**config.mk**
```make
export PLATFORM = sky130hd
export DESIGN_NAME = bcr_ctrl
export DESIGN_NICKNAME = d
export VERILOG_FILES = /design/src/rtl/core/bcr_pkg.sv /design/src/rtl/core/bcr_ctrl.sv
export SDC_FILE = /design/constraint.sdc
export NUM_CORES = 1
export LEC_CHECK = 0
export BUFFER_PORTS_ARGS = -buffer_cell sky130_fd_sc_hd__buf_2
export CAP_MARGIN = 20
export CORE_AREA = 10 10 47 49
export DETAILED_ROUTE_END_ITERATION = 10
export DIE_AREA = 0 0 57 59
export PLACE_DENSITY_LB_ADDON = 0.08
export SYNTH_ARGS = -nofsm -noshare
export SYNTH_HDL_FRONTEND = slang
export SYNTH_SLANG_ARGS = --single-unit
```
**constraint.sdc**
```tcl
create_clock -name clock -period 3.45 [get_ports clock]
set_clock_uncertainty 0.2 [all_clocks]
set_input_delay 0.1725 -clock clock [delete_from_list [all_inputs] [get_ports clock]]
set_output_delay 0.1725 -clock clock [all_outputs]
set_load 0.03 [all_outputs]
```
**src/rtl/core/bcr_pkg.sv**
```systemverilog
// shared types and constants of the bicubic resampling weight generator
package bcr_pkg;

   localparam int MAX_TAPS = 4;
   localparam int SLOT_W   = 2;
   localparam int CNT_W    = 3;

   localparam int IDX_W    = 16;
   localparam int LEN_W    = 16;
   localparam int SCL_W    = 24;
   localparam int CSR_W    = 24;
   localparam int CSR_IDX_W = 3;

   localparam int CTR_W    = 41;
   localparam int BND_W    = 45;
   localparam int XMIN_W   = 28;
   localparam int DIST_W   = 27;
   localparam int DVD_W    = 43;
   localparam int QUO_W    = 17;
   localparam int U_W      = 17;
   localparam int POLY_W   = 58;
   localparam int WGT_W    = 18;
   localparam int SUM_W    = 21;
   localparam int OUTW_W   = 16;
   localparam int PEAK_W   = 15;

   localparam logic [CSR_IDX_W-1:0] CSR_INPUT_LENGTH = 3'd0;
   localparam logic [CSR_IDX_W-1:0] CSR_SCALE_FACTOR = 3'd1;
   localparam logic [CSR_IDX_W-1:0] CSR_SUPPORT_WIDTH = 3'd2;
   localparam logic [CSR_IDX_W-1:0] CSR_ANTIALIAS = 3'd3;
   localparam logic [CSR_IDX_W-1:0] CSR_ALIGN_HALF = 3'd4;

   typedef struct packed {
      logic [LEN_W-1:0] input_length;
      logic [SCL_W-1:0] scale_factor;
      logic [SCL_W-1:0] support_width;
      logic             antialias_enable;
      logic             align_corners_half;
   } cfg_type;

   typedef enum logic [3:0] {
      ST_IDLE, ST_CENTER, ST_BOUND, ST_WIN, ST_DIST, ST_UPREP, ST_UGO, ST_UDIV,
      ST_SQ, ST_CUBE, ST_POLY, ST_NPREP, ST_NGO, ST_NDIV, ST_NSTORE, ST_OUT
   } state_type;

   typedef struct packed {
      logic load_item;
      logic calc_center;
      logic calc_bound;
      logic calc_win;
      logic calc_dist;
      logic calc_uprep;
      logic div_start;
      logic div_norm;
      logic load_uq;
      logic calc_sq;
      logic calc_cube;
      logic calc_poly;
      logic calc_nprep;
      logic store_norm;
      logic k_clr;
      logic k_inc;
   } cmd_type;

   typedef struct packed {
      logic cnt_zero;
      logic k_last;
      logic slot_last;
      logic need_udiv;
      logic need_ndiv;
      logic div_done;
   } sts_type;

endpackage

```
**src/rtl/core/bcr_ctrl.sv**
```systemverilog
// sequencing state machine
module bcr_ctrl (
   input  logic             clock,
   input  logic             reset,
   input  logic             req_valid,
   input  logic             rsp_ready,
   input  bcr_pkg::sts_type sts,
   output logic             req_ready,
   output logic             rsp_valid,
   output bcr_pkg::cmd_type cmd
);
   bcr_pkg::state_type state_ff, state_in;

   always_comb begin
      state_in = state_ff;
      case (state_ff)
         bcr_pkg::ST_IDLE:   if (req_valid) state_in = bcr_pkg::ST_CENTER;
         bcr_pkg::ST_CENTER: state_in = bcr_pkg::ST_BOUND;
         bcr_pkg::ST_BOUND:  state_in = bcr_pkg::ST_WIN;
         bcr_pkg::ST_WIN:    state_in = bcr_pkg::ST_DIST;
         bcr_pkg::ST_DIST:   state_in = sts.cnt_zero ? bcr_pkg::ST_OUT : bcr_pkg::ST_UPREP;
         bcr_pkg::ST_UPREP:  state_in = sts.need_udiv ? bcr_pkg::ST_UGO : bcr_pkg::ST_SQ;
         bcr_pkg::ST_UGO:    state_in = bcr_pkg::ST_UDIV;
         bcr_pkg::ST_UDIV:   if (sts.div_done) state_in = bcr_pkg::ST_SQ;
         bcr_pkg::ST_SQ:     state_in = bcr_pkg::ST_CUBE;
         bcr_pkg::ST_CUBE:   state_in = bcr_pkg::ST_POLY;
         bcr_pkg::ST_POLY:   state_in = sts.k_last ? bcr_pkg::ST_NPREP : bcr_pkg::ST_DIST;
         bcr_pkg::ST_NPREP:  state_in = sts.need_ndiv ? bcr_pkg::ST_NGO : bcr_pkg::ST_NSTORE;
         bcr_pkg::ST_NGO:    state_in = bcr_pkg::ST_NDIV;
         bcr_pkg::ST_NDIV:   if (sts.div_done) state_in = bcr_pkg::ST_NSTORE;
         bcr_pkg::ST_NSTORE: state_in = sts.k_last ? bcr_pkg::ST_OUT : bcr_pkg::ST_NPREP;
         bcr_pkg::ST_OUT:    if (rsp_ready && sts.slot_last) state_in = bcr_pkg::ST_IDLE;
         default:            state_in = bcr_pkg::ST_IDLE;
      endcase
   end

   always_comb begin
      cmd       = '0;
      req_ready = 1'b0;
      rsp_valid = 1'b0;
      case (state_ff)
         bcr_pkg::ST_IDLE: begin
            req_ready     = 1'b1;
            cmd.load_item = req_valid;
         end
         bcr_pkg::ST_CENTER: cmd.calc_center = 1'b1;
         bcr_pkg::ST_BOUND:  cmd.calc_bound = 1'b1;
         bcr_pkg::ST_WIN: begin
            cmd.calc_win = 1'b1;
            cmd.k_clr    = 1'b1;
         end
         bcr_pkg::ST_DIST:   cmd.calc_dist = 1'b1;
         bcr_pkg::ST_UPREP:  cmd.calc_uprep = 1'b1;
         bcr_pkg::ST_UGO:    cmd.div_start = 1'b1;
         bcr_pkg::ST_UDIV:   cmd.load_uq = sts.div_done;
         bcr_pkg::ST_SQ:     cmd.calc_sq = 1'b1;
         bcr_pkg::ST_CUBE:   cmd.calc_cube = 1'b1;
         bcr_pkg::ST_POLY: begin
            cmd.calc_poly = 1'b1;
            cmd.k_clr     = sts.k_last;
            cmd.k_inc     = !sts.k_last;
         end
         bcr_pkg::ST_NPREP:  cmd.calc_nprep = 1'b1;
         bcr_pkg::ST_NGO: begin
            cmd.div_start = 1'b1;
            cmd.div_norm  = 1'b1;
         end
         bcr_pkg::ST_NDIV:   cmd.div_norm = 1'b1;
         bcr_pkg::ST_NSTORE: begin
            cmd.store_norm = 1'b1;
            cmd.k_clr      = sts.k_last;
            cmd.k_inc      = !sts.k_last;
         end
         bcr_pkg::ST_OUT: begin
            rsp_valid = 1'b1;
            cmd.k_inc = rsp_ready && !sts.slot_last;
            cmd.k_clr = rsp_ready && sts.slot_last;
         end
         default: cmd = '0;
      endcase
   end

   always_ff @(posedge clock) begin
      if (reset) begin
         state_ff <= bcr_pkg::ST_IDLE;
      end else begin
         state_ff <= state_in;
      end
   end
endmodule

```
==> flow_summary.json <==
{
  "die_h_um": 59,
  "synth_compound_area_share_pct": 31.14,
  "drt_iter0_drc": 6,
  "syn2layout_area_growth_pct": 28.95,
  "layout.nets": 114,
  "fmax_mhz": 476.5,
  "critPathCapture": "cmd[4]",
  "top_regs": "state_ff: 4 flops",
  "regToRegSetupSlack_ns": 1.55,
  "grt_pass1_wl_um": 2953,
  "netlist_area_um2": 514.2,
  "drv_cap": 0,
  "drc": 0,
  "p_int_uw": 128.5,
  "yosysSeqAreaShare_pct": 15.57,
  "leakage_uw": 0.0003058,
  "port_buffers": 27,
  "vdd_drop_max_uv": 157.2,
  "fillers": 160,
  "antenna_found_initial": 0,
  "worstPathRequired_ns": 3.08,
  "tightest_slew_ns": 0.6455,
  "seqPwrFrac_pct": 30.9,
  "track_usage_pct": 10.43,
  "critPathKind": "reg -> out",
  "outcome": "complete, no violations",
  "path_buf_inv": 1,
  "cts_resized": 0,
  "synth_edf_count": 0,
  "power.switching_uw": 103.7,
  "finalSetupTns_ns": 0,
  "grt_remaining_overflow": 0,
  "cpPeakStageDelay_ns": 0.72,
  "cp.arrival_ns": 1.73,
  "ys_warn_count": 0,
  "wl_um": 1782,
  "rr_worst_depth": 4,
  "cp_top_family": "flip-flops",
  "ios": 28,
  "rows": 14,
  "startpoint": "state_ff[3]",
  "drv_slew": 0,
  "instances_no_fill": 118,
  "rr_startpoint": "state_ff[3]",
  "start_kind": "flip-flop",
  "synth_cell_types": 33,
  "synth_top_family_by_area": "simple AND/OR/NAND/NOR gates",
  "min_path_type": "in -> reg",
  "first_global_vias": 692,
  "drive_gt1_share_pct": 34.31,
  "grt_max_degree": 22,
  "final_antenna_net_count": 0,
  "end_kind": "output port",
  "relSlewSlack_pct": 56.91,
  "crit_chain": "nand2_1 -> nor3_1 -> buf_2",
  "ys.flop_type": "dfxtp_1",
  "die-area_um2": 3363,
  "synth.avg_cell_area_um2": 6.593,
  "synth_nets": 88,
  "regMostFlops": "state_ff",
  "clock_latency_ns": 0.23,
  "ys_seq_elements": 4,
  "antenna_cells": 0,
  "synthSimpleGateAreaFrac_pct": 42.82,
  "final_core_util_pct": 47.32,
  "clk_pin_slew_worst_paths_ns": 0.04,
  "power_density_nw_per_um2": 350.3,
  "hold_viol_final": 0,
  "synth_xor_area_share_pct": 0,
  "synth-async-reset-ratio_pct": 0,
  "cp_slowest_cell": "dfxtp_1",
  "syn_inst": 78,
  "vias": 645,
  "netSwitchingFraction_pct": 44.66,
  "root_buffer": "clkbuf_4",
  "dp_hpwl_um": 1333,
  "clockBufferDepth": 2,
  "die-width_um": 57,
  "cts_made_buffers": 3,
  "largest_reg_flops": 4,
  "wl_per_cell_um": 15.10,
  "coreArea_um2": 1401,
  "regToRegEndpoint": "state_ff[2]",
  "min_period_ns": 2.099,
  "via_per_inst": 5.466,
  "setup_viol": 0,
  "worstPathMaxFanout": 21,
  "clkSinkCount": 4,
  "p_clk_share_pct": 24.7,
  "synth_mux_area_share_pct": 0,
  "placed_cells": 114,
  "first_pass_iters": 3,
  "comb_power_share_pct": 44.4,
  "rsz0062_at_grt": "false",
  "start_util_pct": 36.70,
  "finalCritPeriodShare_pct": 60.83,
  "gp_congestion": 0.7948,
  "holdWs_ns": 0.07930,
  "htree_levels": 1,
  "path_depth": 3,
  "synth_fa_ha_area_share_pct": 0,
  "cts_tree": "done"
}
==> stage by stage <==
stage	power (uW)	setup WS, ns	area, um2
2_1_floorplan	144.9	1.104	514.2
3_3_place_gp	174.0	1.609	630.6
3_5_place_dp	174.2	1.561	630.6
4_1_cts	234.8	1.355	663.1
5_1_grt	249.7	1.241	663.1
6_report	232.3	1.351	663.1
==> synthesized netlist by cell type (2+ instances only) <==
library cell	n	area, um2
nor2_1	9	33.78
nand2b_1	8	50.05
a21oi_1	7	35.03
nor3_1	6	30.03
nand2_1	5	18.77
buf_2	4	20.02
dfxtp_1	4	80.08
inv_1	4	15.01
a221oi_1	2	17.52
a31oi_1	2	12.51
and2_1	2	12.51
buf_4	2	15.01
nand4_1	2	12.51
o21ai_0	2	10.01
==> per-layer routing <==
layer	track usage, %	share of wire (%)	vias up	wire length, um
met2	17.67	48	22	849
met5	0	0	-	0
li1	-	-	333	-
met1	11.08	43	284	773
met4	5.034	2.1	0	38
met3	4.077	6.7	6	120
==> worst min-delay path by stage <==
stage | startpoint | end | slack (ns) | cells past startpoint
finish | sts[5] | state_ff[3] | 0.08 | 3
CTS | sts[5] | state_ff[3] | 0.08 | 3
floorplan | reset | state_ff[1] | 0.04 | 1
detailed placement | reset | state_ff[1] | 0.21 | 2
global route | sts[5] | state_ff[3] | 0.1 | 3
global placement | reset | state_ff[2] | 0.21 | 2
==> timing repair <==
item	CTS	global route
hold endpoints to repair	2	0
setup buffers	0	0
hold buffers	1	0
==> cell families after synthesis <==
group,count (synthesis)
DFF,4
buffers and inverters,11
and+or+nand+nor,40
AOI/OAI and AO/OA,23
==> power groups by stage <==
stage                     clock network [uW]  logic [uW]  registers, uW
after floorplan                            0        88.9           56.1
after global placement                     0         101           72.7
after detailed placement                   0         102           72.7
after CTS                               58.8         104           71.9
after global routing                    63.2         113           73.7
final                                   57.3         103           71.8
==> placed cells by master (no fill, tap or decap), types with 2 or more instances in the layout <==
master,netlist,layout
and2_1,2,2
a31oi_1,2,2
dfxtp_1,4,4
nand4_1,2,2
buf_2,4,27
a221oi_1,2,2
a21oi_1,7,7
nor2_1,9,9
nand2_1,5,5
inv_1,4,4
nor3_1,6,6
clkbuf_4,0,3
o21ai_0,2,2
nand2b_1,8,8
==> worst min-delay path: cells and delay by family <==
| family | cells | cell delay, ns |
|---|---|---|
| compound gates | 2 | 0.20 |
| buf+inv | 1 | 0.09 |
==> layout make-up <==
class	instances	area, um2	area share (%)
Multi-Input combinational cell	63	380.4	57.36
Timing Repair Buffer	28	145.1	21.89
Sequential cell	4	80.08	12.08
Clock buffer	3	22.52	3.396
Tap cell	16	20.02	3.019
Inverter	4	15.01	2.264
No activity file was read; power rests on OpenSTA's default activity.
