<file path="src/rtl/core/bcr_pkg.sv">
// shared types and constants of the bicubic resampling weight generator
package bcr_pkg;

   localparam int MAX_TAPS = 4;
   localparam int SLOT_W   = 2;
   localparam int CNT_W    = 3;

   localparam int IDX_W    = 16;
   localparam int LEN_W    = 16;
   localparam int SCL_W    = 24;
   localparam int CSR_W    = 24;
   localparam int CSR_IDX_W = 3;

   localparam int CTR_W    = 41;
   localparam int BND_W    = 45;
   localparam int XMIN_W   = 28;
   localparam int DIST_W   = 27;
   localparam int DVD_W    = 43;
   localparam int QUO_W    = 17;
   localparam int U_W      = 17;
   localparam int POLY_W   = 58;
   localparam int WGT_W    = 18;
   localparam int SUM_W    = 21;
   localparam int OUTW_W   = 16;
   localparam int PEAK_W   = 15;

   localparam logic [CSR_IDX_W-1:0] CSR_INPUT_LENGTH = 3'd0;
   localparam logic [CSR_IDX_W-1:0] CSR_SCALE_FACTOR = 3'd1;
   localparam logic [CSR_IDX_W-1:0] CSR_SUPPORT_WIDTH = 3'd2;
   localparam logic [CSR_IDX_W-1:0] CSR_ANTIALIAS = 3'd3;
   localparam logic [CSR_IDX_W-1:0] CSR_ALIGN_HALF = 3'd4;

   typedef struct packed {
      logic [LEN_W-1:0] input_length;
      logic [SCL_W-1:0] scale_factor;
      logic [SCL_W-1:0] support_width;
      logic             antialias_enable;
      logic             align_corners_half;
   } cfg_type;

   typedef enum logic [3:0] {
      ST_IDLE, ST_CENTER, ST_BOUND, ST_WIN, ST_DIST, ST_UPREP, ST_UGO, ST_UDIV,
      ST_SQ, ST_CUBE, ST_POLY, ST_NPREP, ST_NGO, ST_NDIV, ST_NSTORE, ST_OUT
   } state_type;

   typedef struct packed {
      logic load_item;
      logic calc_center;
      logic calc_bound;
      logic calc_win;
      logic calc_dist;
      logic calc_uprep;
      logic div_start;
      logic div_norm;
      logic load_uq;
      logic calc_sq;
      logic calc_cube;
      logic calc_poly;
      logic calc_nprep;
      logic store_norm;
      logic k_clr;
      logic k_inc;
   } cmd_type;

   typedef struct packed {
      logic cnt_zero;
      logic k_last;
      logic slot_last;
      logic need_udiv;
      logic need_ndiv;
      logic div_done;
   } sts_type;

endpackage

</file>
<file path="src/rtl/core/bcr_div.sv">
// restoring divider, one quotient bit per cycle
module bcr_div (
   input  logic                        clock,
   input  logic                        reset,
   input  logic                        start,
   input  logic [bcr_pkg::DVD_W-1:0]   dividend,
   input  logic [bcr_pkg::SCL_W-1:0]   divisor,
   output logic                        done,
   output logic [bcr_pkg::QUO_W-1:0]   quotient
);
   localparam int CW = $clog2(bcr_pkg::QUO_W + 1);

   logic [bcr_pkg::DVD_W-1:0] rem_ff, rem_in, dsh_ff, dsh_in;
   logic [bcr_pkg::QUO_W-1:0] q_ff, q_in;
   logic [CW-1:0]             cnt_ff, cnt_in;
   logic                      busy_ff, busy_in, done_ff, done_in;
   logic                      ge;

   assign ge = rem_ff >= dsh_ff;

   always_comb begin
      rem_in  = rem_ff;
      dsh_in  = dsh_ff;
      q_in    = q_ff;
      cnt_in  = cnt_ff;
      busy_in = busy_ff;
      done_in = 1'b0;
      if (start) begin
         rem_in  = dividend;
         dsh_in  = bcr_pkg::DVD_W'({divisor, {(bcr_pkg::QUO_W-1){1'b0}}});
         q_in    = '0;
         cnt_in  = CW'(bcr_pkg::QUO_W);
         busy_in = 1'b1;
      end else if (busy_ff) begin
         rem_in = ge ? rem_ff - dsh_ff : rem_ff;
         q_in   = {q_ff[bcr_pkg::QUO_W-2:0], ge};
         dsh_in = dsh_ff >> 1;
         cnt_in = cnt_ff - CW'(1);
         if (cnt_ff == CW'(1)) begin
            busy_in = 1'b0;
            done_in = 1'b1;
         end
      end
   end

   always_ff @(posedge clock) begin
      if (reset) begin
         busy_ff <= 1'b0;
         done_ff <= 1'b0;
         cnt_ff  <= '0;
      end else begin
         busy_ff <= busy_in;
         done_ff <= done_in;
         cnt_ff  <= cnt_in;
      end
      rem_ff <= rem_in;
      dsh_ff <= dsh_in;
      q_ff   <= q_in;
   end

   assign done     = done_ff;
   assign quotient = q_ff;
endmodule

</file>
<file path="src/rtl/core/bcr_dp.sv">
// window, kernel and normalization datapath
module bcr_dp (
   input  logic                                clock,
   input  logic                                reset,
   input  bcr_pkg::cfg_type                    cfg,
   input  bcr_pkg::cmd_type                    cmd,
   input  logic [bcr_pkg::IDX_W-1:0]           out_index,
   output bcr_pkg::sts_type                    sts,
   output logic [15:0]                         first_input,
   output logic [bcr_pkg::CNT_W-1:0]           tap_count,
   output logic [bcr_pkg::SLOT_W-1:0]          tap_slot,
   output logic signed [bcr_pkg::OUTW_W-1:0]   tap_weight,
   output logic [bcr_pkg::PEAK_W-1:0]          peak_weight,
   output logic                                last_tap
);
   localparam int BW = bcr_pkg::BND_W;
   localparam int PW = bcr_pkg::POLY_W;
   localparam int WW = bcr_pkg::WGT_W;
   localparam int SW = bcr_pkg::SUM_W;
   localparam int NW = 32;

   logic [bcr_pkg::IDX_W-1:0]   idx_ff;
   logic [bcr_pkg::CTR_W-1:0]   center_ff;
   logic signed [BW-1:0]        lo_ff, hi_ff;
   logic [bcr_pkg::XMIN_W-1:0]  xmin_ff;
   logic [bcr_pkg::CNT_W-1:0]   cnt_ff;
   logic [bcr_pkg::SLOT_W-1:0]  k_ff;
   logic [bcr_pkg::DIST_W-1:0]  a_ff;
   logic [bcr_pkg::DVD_W-1:0]   udvd_ff, nd_ff;
   logic [bcr_pkg::U_W-1:0]     u_ff;
   logic                        far_ff;
   logic [2*bcr_pkg::U_W-1:0]   u2_ff;
   logic [3*bcr_pkg::U_W-1:0]   u3_ff;
   logic signed [WW-1:0]        warr_ff [bcr_pkg::MAX_TAPS];
   logic signed [bcr_pkg::OUTW_W-1:0] qarr_ff [bcr_pkg::MAX_TAPS];
   logic signed [SW-1:0]        sum_ff;
   logic [bcr_pkg::SCL_W-1:0]   ad_ff;
   logic                        sat_ff, neg_ff, zsum_ff;
   logic signed [bcr_pkg::OUTW_W-1:0] zq_ff;
   logic [bcr_pkg::PEAK_W-1:0]  peak_ff;

   logic                        div_done;
   logic [bcr_pkg::QUO_W-1:0]   div_q;
   logic [bcr_pkg::DVD_W-1:0]   div_dvd;
   logic [bcr_pkg::SCL_W-1:0]   div_dvs;

   // window bounds
   logic [bcr_pkg::U_W-1:0]     h;
   logic signed [BW-1:0]        ctr_s, sup2_s, off_s, lo_c, hi_c;
   logic [bcr_pkg::XMIN_W-1:0]  xmin_c, xmax_raw, xmax_c;
   logic signed [bcr_pkg::XMIN_W:0] diff_c;
   logic [bcr_pkg::CNT_W-1:0]   cnt_c;

   assign h      = {idx_ff, ~cfg.align_corners_half};
   assign ctr_s  = BW'($signed({1'b0, center_ff}));
   assign sup2_s = BW'($signed({1'b0, cfg.support_width, 1'b0}));
   assign off_s  = cfg.align_corners_half ? BW'(131072) : BW'(65536);
   assign lo_c   = ctr_s - sup2_s + off_s;
   assign hi_c   = ctr_s + sup2_s + off_s;

   assign xmin_c   = lo_ff[BW-1] ? '0 : lo_ff[BW-1:17];
   assign xmax_raw = hi_ff[BW-1:17];
   assign xmax_c   = (xmax_raw > bcr_pkg::XMIN_W'(cfg.input_length))
                     ? bcr_pkg::XMIN_W'(cfg.input_length) : xmax_raw;
   assign diff_c   = $signed({1'b0, xmax_c}) - $signed({1'b0, xmin_c});
   always_comb begin
      if (diff_c <= 0) begin
         cnt_c = '0;
      end else if (diff_c >= (bcr_pkg::XMIN_W+1)'(bcr_pkg::MAX_TAPS)) begin
         cnt_c = bcr_pkg::CNT_W'(bcr_pkg::MAX_TAPS);
      end else begin
         cnt_c = diff_c[bcr_pkg::CNT_W-1:0];
      end
   end

   // tap distance
   localparam int PSW = BW + 2;
   logic [bcr_pkg::XMIN_W:0]    xk;
   logic signed [PSW-1:0]       pos_c, apos_c;
   assign xk     = {1'b0, xmin_ff} + (bcr_pkg::XMIN_W+1)'(k_ff);
   assign pos_c  = $signed({1'b0, xk, 17'b0}) - PSW'($signed({1'b0, center_ff}))
                   + (cfg.align_corners_half ? PSW'(0) : PSW'(65536));
   assign apos_c = pos_c[PSW-1] ? -pos_c : pos_c;

   // kernel argument
   logic                        aa_on;
   logic [bcr_pkg::DVD_W-1:0]   udvd_c;
   logic                        far_aa;
   logic [bcr_pkg::DIST_W-1:0]  ua_c;
   assign aa_on  = cfg.antialias_enable && (cfg.scale_factor[bcr_pkg::SCL_W-1:16] != '0);
   assign udvd_c = {1'b0, a_ff, 15'b0} + bcr_pkg::DVD_W'(cfg.scale_factor >> 1);
   assign far_aa = udvd_c >= bcr_pkg::DVD_W'({cfg.scale_factor, 17'b0});
   assign ua_c   = bcr_pkg::DIST_W'(({1'b0, a_ff} + 28'd1) >> 1);

   // cubic polynomial
   logic signed [PW-1:0]        t1, t2, t3, c4, v_c, r_c;
   logic signed [WW-1:0]        w_c;
   assign t1  = PW'($signed({1'b0, u3_ff}));
   assign t2  = PW'($signed({1'b0, u2_ff, 16'b0}));
   assign t3  = PW'($signed({1'b0, u_ff, 32'b0}));
   assign c4  = PW'(64'sd1 <<< 50);
   assign v_c = !u_ff[bcr_pkg::U_W-1] ? (PW'(5) * t1 - PW'(9) * t2 + c4)
                                      : (PW'(-3) * (t1 - PW'(5) * t2 + PW'(8) * t3 - c4));
   assign r_c = (v_c + PW'(64'sd1 <<< 33)) >>> 34;
   assign w_c = far_ff ? '0 : r_c[WW-1:0];

   // normalization prep
   logic signed [WW-1:0]        wk;
   logic signed [NW-1:0]        num_c;
   logic [NW-1:0]               an_c;
   logic [SW-1:0]               ad_c;
   logic [bcr_pkg::DVD_W-1:0]   nd_c;
   logic                        sat_c, zsum_c;
   logic signed [WW-1:0]        zr_c;
   logic signed [bcr_pkg::OUTW_W-1:0] zq_c;
   assign wk     = warr_ff[k_ff];
   assign num_c  = NW'(wk) <<< 14;
   assign an_c   = num_c[NW-1] ? NW'(-num_c) : NW'(num_c);
   assign ad_c   = sum_ff[SW-1] ? SW'(-sum_ff) : SW'(sum_ff);
   assign nd_c   = bcr_pkg::DVD_W'(an_c) + bcr_pkg::DVD_W'(ad_c >> 1);
   assign sat_c  = nd_c >= bcr_pkg::DVD_W'({ad_c, 15'b0});
   assign zsum_c = sum_ff == '0;
   assign zr_c   = (wk + WW'(2)) >>> 2;
   assign zq_c   = (zr_c > WW'(32767)) ? 16'sd32767
                 : (zr_c < -WW'(32768)) ? -16'sd32768 : zr_c[bcr_pkg::OUTW_W-1:0];

   // normalized weight
   logic [bcr_pkg::OUTW_W-1:0]        mag_c;
   logic signed [bcr_pkg::OUTW_W-1:0] q_c;
   assign mag_c = bcr_pkg::OUTW_W'(div_q);
   always_comb begin
      if (zsum_ff) begin
         q_c = zq_ff;
      end else if (sat_ff) begin
         q_c = neg_ff ? -16'sd32768 : 16'sd32767;
      end else begin
         q_c = neg_ff ? -$signed(mag_c) : $signed(mag_c);
      end
   end

   assign div_dvd = cmd.div_norm ? nd_ff : udvd_ff;
   assign div_dvs = cmd.div_norm ? ad_ff : cfg.scale_factor;

   bcr_div u_div (
      .clock    (clock),
      .reset    (reset),
      .start    (cmd.div_start),
      .dividend (div_dvd),
      .divisor  (div_dvs),
      .done     (div_done),
      .quotient (div_q)
   );

   always_ff @(posedge clock) begin
      if (reset) begin
         k_ff <= '0;
      end else if (cmd.k_clr) begin
         k_ff <= '0;
      end else if (cmd.k_inc) begin
         k_ff <= k_ff + bcr_pkg::SLOT_W'(1);
      end
      if (cmd.load_item) idx_ff <= out_index;
      if (cmd.calc_center) center_ff <= cfg.scale_factor * h;
      if (cmd.calc_bound) begin
         lo_ff <= lo_c;
         hi_ff <= hi_c;
      end
      if (cmd.calc_win) begin
         xmin_ff <= xmin_c;
         cnt_ff  <= cnt_c;
         sum_ff  <= '0;
         peak_ff <= '0;
      end
      if (cmd.calc_dist) a_ff <= apos_c[bcr_pkg::DIST_W-1:0];
      if (cmd.calc_uprep) begin
         udvd_ff <= udvd_c;
         u_ff    <= ua_c[bcr_pkg::U_W-1:0];
         far_ff  <= aa_on ? far_aa : (ua_c[bcr_pkg::DIST_W-1:bcr_pkg::U_W] != '0);
      end
      if (cmd.load_uq) u_ff <= div_q;
      if (cmd.calc_sq) u2_ff <= u_ff * u_ff;
      if (cmd.calc_cube) u3_ff <= u2_ff * u_ff;
      if (cmd.calc_poly) begin
         warr_ff[k_ff] <= w_c;
         sum_ff        <= sum_ff + SW'(w_c);
      end
      if (cmd.calc_nprep) begin
         nd_ff   <= nd_c;
         ad_ff   <= bcr_pkg::SCL_W'(ad_c);
         sat_ff  <= sat_c;
         zsum_ff <= zsum_c;
         neg_ff  <= wk[WW-1] != sum_ff[SW-1];
         zq_ff   <= zq_c;
      end
      if (cmd.store_norm) begin
         qarr_ff[k_ff] <= q_c;
         if (!zsum_ff && !q_c[bcr_pkg::OUTW_W-1] && (q_c[bcr_pkg::PEAK_W-1:0] > peak_ff)) begin
            peak_ff <= q_c[bcr_pkg::PEAK_W-1:0];
         end
      end
   end

   assign sts.cnt_zero  = cnt_ff == '0;
   assign sts.k_last    = {1'b0, k_ff} == cnt_ff - bcr_pkg::CNT_W'(1);
   assign sts.slot_last = k_ff == bcr_pkg::SLOT_W'(bcr_pkg::MAX_TAPS - 1);
   assign sts.need_udiv = aa_on && !far_aa;
   assign sts.need_ndiv = !zsum_c && !sat_c;
   assign sts.div_done  = div_done;

   assign first_input = (xmin_ff[bcr_pkg::XMIN_W-1:16] != '0) ? 16'hFFFF : xmin_ff[15:0];
   assign tap_count   = cnt_ff;
   assign tap_slot    = k_ff;
   assign tap_weight  = ({1'b0, k_ff} < cnt_ff) ? qarr_ff[k_ff] : '0;
   assign peak_weight = peak_ff;
   assign last_tap    = sts.slot_last;
endmodule

</file>
<file path="config.mk">
export PLATFORM = sky130hd
export DESIGN_NAME = bcr_dp
export DESIGN_NICKNAME = d
export VERILOG_FILES = /design/src/rtl/core/bcr_pkg.sv /design/src/rtl/core/bcr_div.sv /design/src/rtl/core/bcr_dp.sv
export SDC_FILE = /design/constraint.sdc
export NUM_CORES = 2
export LEC_CHECK = 0
export BUFFER_PORTS_ARGS = -buffer_cell sky130_fd_sc_hd__buf_2
export CAP_MARGIN = 10
export CORE_ASPECT_RATIO = 1.75
export CORE_MARGIN = 3
export CORE_UTILIZATION = 55
export CTS_CLUSTER_DIAMETER = 200
export DETAILED_ROUTE_END_ITERATION = 16
export PLACE_DENSITY_LB_ADDON = 0.2
export SETUP_SLACK_MARGIN = 0.1
export SLEW_MARGIN = 25
export SYNTH_ARGS = -nofsm -noshare
export SYNTH_HDL_FRONTEND = slang
export SYNTH_HIERARCHICAL = 1
export SYNTH_SLANG_ARGS = --single-unit
</file>
<file path="constraint.sdc">
create_clock -name clock -period 25.7 [get_ports clock]
set_input_delay 2.57 -clock clock [delete_from_list [all_inputs] [get_ports clock]]
set_output_delay 2.57 -clock clock [all_outputs]
set_load 0.02 [all_outputs]
</file>
==> report_table.html <==
<table>
<tr><th>Metric</th><th>Value</th></tr>
<tr><th colspan="2">Outcome</th></tr>
<tr><td>Result of the run</td><td>finished clean</td></tr>
<tr><th colspan="2">Setup path</th></tr>
<tr><td>Launch instance of the worst register-to-register path</td><td>u2_ff[3]</td></tr>
<tr><td>Cell type with the highest occurrence count on the critical path</td><td>ha_1</td></tr>
<tr><td>Standard cell with the maximum stage delay on the critical path</td><td>a221oi_1</td></tr>
<tr><td>Worst R2R Setup Slack</td><td>13.00 ns</td></tr>
<tr><td>Kind of start point of the critical path</td><td>flop</td></tr>
<tr><td>Logic depth of the worst register-to-register path</td><td>53</td></tr>
<tr><td>Required time worst endpoint</td><td>around 26 ns</td></tr>
<tr><td>Critical path capture point type</td><td>flop</td></tr>
<tr><td>Data arrival time of the critical path</td><td>around 13 ns</td></tr>
<tr><td>Endpoint of the worst-slack reg-to-reg timing path</td><td>sum_ff[20]</td></tr>
<tr><td>Last element of the critical path</td><td>sum_ff[20]</td></tr>
<tr><td>Worst Path Max Fanout</td><td>21</td></tr>
<tr><td>Stage delay of the slowest cell on the critical path</td><td>0.49 ns</td></tr>
<tr><td>Crit path from</td><td>u2_ff[3]</td></tr>
<tr><td>Setup Crit Path Kind</td><td>reg -&gt; reg</td></tr>
<tr><th colspan="2">Timing</th></tr>
<tr><td>Maximum achievable frequency</td><td>between 0.07 and 0.08 GHz</td></tr>
<tr><td>Final critical-path required period</td><td>12.70 ns</td></tr>
<tr><td>Count of final hold-check violations</td><td>0</td></tr>
<tr><td>Final setup vio count</td><td>0</td></tr>
<tr><td>Worst clock skew</td><td>approximately 0.056 ns</td></tr>
<tr><td>Worst-margin pin slew</td><td>between 1 and 1.5 ns</td></tr>
<tr><td>Max-Slew Margin vs Limit</td><td>between 20 and 30%</td></tr>
<tr><td>Unrepaired setup endpoints after global routing</td><td>false</td></tr>
<tr><td>Final Max Tran Viols</td><td>0</td></tr>
<tr><td>Total negative setup slack</td><td>0 ns</td></tr>
<tr><td>Crit share post-route</td><td>between 40% and 50%</td></tr>
<tr><th colspan="2">Final layout</th></tr>
<tr><td>Synthesis-to-layout area growth</td><td>6.057%</td></tr>
<tr><td>Fraction of layout cells with a size suffix above 1</td><td>5.755%</td></tr>
<tr><td>Final nets</td><td>about 12000</td></tr>
<tr><th colspan="2">Global routing</th></tr>
<tr><td>Total track usage</td><td>a little under a third</td></tr>
<tr><td>Remaining global-route overflow</td><td>0</td></tr>
<tr><td>Number of antenna violations at the first check in global routing</td><td>15</td></tr>
<tr><td>Global-route wire length before repair</td><td>401200 um</td></tr>
<tr><td>Largest net degree at the start of global routing</td><td>around 90</td></tr>
<tr><td>Number of global-route vias before repair</td><td>73920</td></tr>
<tr><th colspan="2">Drt</th></tr>
<tr><td>Violation count after the first detailed-route iteration</td><td>roughly 4500</td></tr>
<tr><td>DRC violation count after routing</td><td>0</td></tr>
<tr><td>Post-Route WL</td><td>about 250000 um</td></tr>
<tr><td>Via count of the routed design</td><td>69480</td></tr>
<tr><td>Detail Route Antenna Nets</td><td>0</td></tr>
<tr><td>Vias per cell</td><td>about 6</td></tr>
<tr><td>TritonRoute pass-1 iters</td><td>6</td></tr>
<tr><td>Routed length per instance</td><td>21.42 um</td></tr>
<tr><th colspan="2">Synth</th></tr>
<tr><td>Yosys reg bits</td><td>650</td></tr>
<tr><td>Primary flip-flop cell chosen by synthesis mapping</td><td>edfxtp_1</td></tr>
<tr><td>Most common cell in the synthesized netlist</td><td>inv_1</td></tr>
<tr><td>Async set or reset register ratio after synthesis</td><td>0%</td></tr>
<tr><td>Number of synthesized flops with an enable pin</td><td>591</td></tr>
<tr><td>Cell type with the highest aggregate area in the netlist</td><td>fa_1</td></tr>
<tr><td>Warnings, synthesis</td><td>6</td></tr>
<tr><td>Mean area per synthesized cell</td><td>a little over 9 um2</td></tr>
<tr><td>Mapped Cells</td><td>~9700</td></tr>
<tr><td>List of most frequent post-synthesis cells</td><td>inv_1, nand2_1, ha_1, fa_1, edfxtp_1</td></tr>
<tr><td>Share of Yosys cell area claimed by the top area cell type</td><td>between 20% and 30%</td></tr>
<tr><td>Sequential area share after synthesis</td><td>between 20% and 30%</td></tr>
<tr><td>Top cells by area in the synthesized netlist</td><td>fa_1, edfxtp_1, ha_1</td></tr>
<tr><td>Netlist Area Pre-Place</td><td>between 90000 and 100000 um2</td></tr>
<tr><td>Count of cell types in the netlist</td><td>113</td></tr>
<tr><th colspan="2">Clocking</th></tr>
<tr><td>TritonCTS clock tree</td><td>yes</td></tr>
<tr><td>Number of buffers added by the clock tree synthesis step</td><td>70</td></tr>
<tr><td>Clock Tree Root</td><td>clkbuf_16</td></tr>
<tr><td>Depth of the CTS H-tree</td><td>3</td></tr>
<tr><td>CTS Hold Bufs</td><td>0</td></tr>
<tr><td>Maximum root-to-sink buffer count</td><td>3</td></tr>
<tr><td>Setup Fix Bufs, Post-CTS</td><td>0</td></tr>
<tr><td>Clock tree sinks</td><td>650</td></tr>
<tr><td># resized after CTS</td><td>0</td></tr>
<tr><td>Insertion delay of the later-clocked pin in the worst-skew pair</td><td>between 0.7 and 0.8 ns</td></tr>
<tr><td>Clock Pin Slew Worst Setup and Hold Paths</td><td>0.07 ns</td></tr>
<tr><th colspan="2">Job</th></tr>
<tr><td>Maxcap violations</td><td>0</td></tr>
<tr><th colspan="2">Floorplan</th></tr>
<tr><td>Die ar.</td><td>between 150000 and 200000 um2</td></tr>
<tr><td>Number of standard-cell rows in the floorplan</td><td>roughly 200</td></tr>
<tr><td>DIE WIDTH</td><td>approximately 310 um</td></tr>
<tr><td>Top-level I/O count</td><td>~160</td></tr>
<tr><td>Vertical extent of the die</td><td>~540 um</td></tr>
<tr><td>Core outline area</td><td>approximately 160000 um2</td></tr>
<tr><td>Starting Density</td><td>a little under three fifths</td></tr>
<tr><th colspan="2">Placement</th></tr>
<tr><td>Gp weighted congestion</td><td>between 0.9 and 1</td></tr>
<tr><td>Post-DP HPWL</td><td>203000 um</td></tr>
<tr><td>Buffers added on ports</td><td>~160</td></tr>
<tr><th colspan="2">Hold path</th></tr>
<tr><td>Worst Hold Class</td><td>reg -&gt; reg</td></tr>
</table>
-- worst max-delay path: cells and delay by family (launching register included) --
family | cells | cell delay [ns]
buffers and inverters | 2 | 0.28
adder cells (fa/ha/maj) | 9 | 2.94
XOR/XNOR | 4 | 0.63
AND/OR/NAND/NOR | 12 | 2.23
flip-flops | 1 | 0.37
AO/OA/AOI/OAI | 26 | 6.12
-- final cells by class --
type / instances / area [um2]
Antenna cell: 10 / 25.02
Clock buffer: 83 / 1861
Clock inverter: 45 / 550.5
Fill cell: 14280 / 66430
Inverter: 1674 / 6284
Multi-Input combinational cell: 7015 / 63620
Sequential cell: 650 / 18930
Tap cell: 2167 / 2711
Timing Repair Buffer: 263 / 1597
-- cell usage in the layout, fill, tap and decap left out, types with 51 or more instances in the layout --
master,Yosys,routed
o21ai_0,342,342
nand2_1,1173,1173
nand4_1,81,81
edfxtp_1,591,591
buf_4,3,104
ha_1,1102,1102
dfxtp_1,59,57
inv_1,1666,1665
or3_1,52,52
o21a_1,64,64
a21oi_1,405,404
a21o_1,172,172
mux2i_1,51,51
and2_1,367,363
xnor2_1,371,371
clkbuf_16,0,70
xor2_1,164,164
nor3_1,117,117
buf_2,15,157
and3_1,54,54
nand3_1,125,125
nor2_1,410,410
nand2b_1,98,98
nor2b_1,108,108
o21bai_1,63,63
fa_1,1041,1041
o31ai_1,52,52
-- per-stage QoR --
step           util (%)  cells  hold slack, ns  worst slack, ns  instance area [um2]
6_report          59.00  11910          0.4933            13.00                95580
5_1_grt           58.98  11900          0.5176            12.05                95560
4_1_cts           58.96  11900          0.4924            13.03                95520
3_5_place_dp      57.47  11770          0.4825            13.11                93110
3_3_place_gp      57.47  11770          0.4764            13.11                93100
2_1_floorplan         -   9696          0.4550            14.34                90160
-- cells by family after synthesis --
family / after synthesis / share of synthesized area (%)
simple gates: 2750 / 14.61
fa+ha+maj: 2143 / 38.42
buf+inv: 2031 / 8.494
compound gates: 1459 / 10.41
flops: 650 / 21.00
xor+xnor: 537 / 5.249
mux: 115 / 1.803
other cells: 1 / 0.004161
-- sequential cells by signal (all words and copies together), names as in the netlist, 21 cells and up, named ones only --
signal / flops
a_ff: 27
ad_ff: 21
center_ff: 41
hi_ff: 25
lo_ff: 26
qarr_ff: 64
sum_ff: 21
u2_ff: 33
u3_ff: 51
u_div/dsh_ff: 40
u_div/rem_ff: 43
udvd_ff: 43
warr_ff: 72
xmin_ff: 25
-- how the worst min path moves through the flow --
stage / cells after the start / slack [ns] / end / startpoint
finish: 2 / 0.49 / peak_weight[10] / peak_weight[10]
global route: 2 / 0.52 / peak_weight[10] / peak_weight[10]
CTS: 2 / 0.49 / peak_weight[10] / peak_weight[10]
detailed placement: 2 / 0.48 / peak_weight[10] / peak_weight[10]
global placement: 2 / 0.48 / u_div/quotient[16] / u_div/quotient[16]
floorplan: 0 / 0.45 / u2_ff[0] / u_ff[0]
-- per-layer routing --
metal  share of wire, %  wire length [um]  global-route usage, %  vias to the layer above
met4                7.4             18790                  19.01                        6
met3                5.5             13940                  4.211                      858
met1                 35             89480                  32.80                    34530
met5              0.016                41                      0                        -
li1                   -                 -                      -                    31770
met2                 52            132700                  55.86                     2309
Power is not shown: default switching activity piles up to over one toggle a cycle in this logic, so the estimate is an artifact.
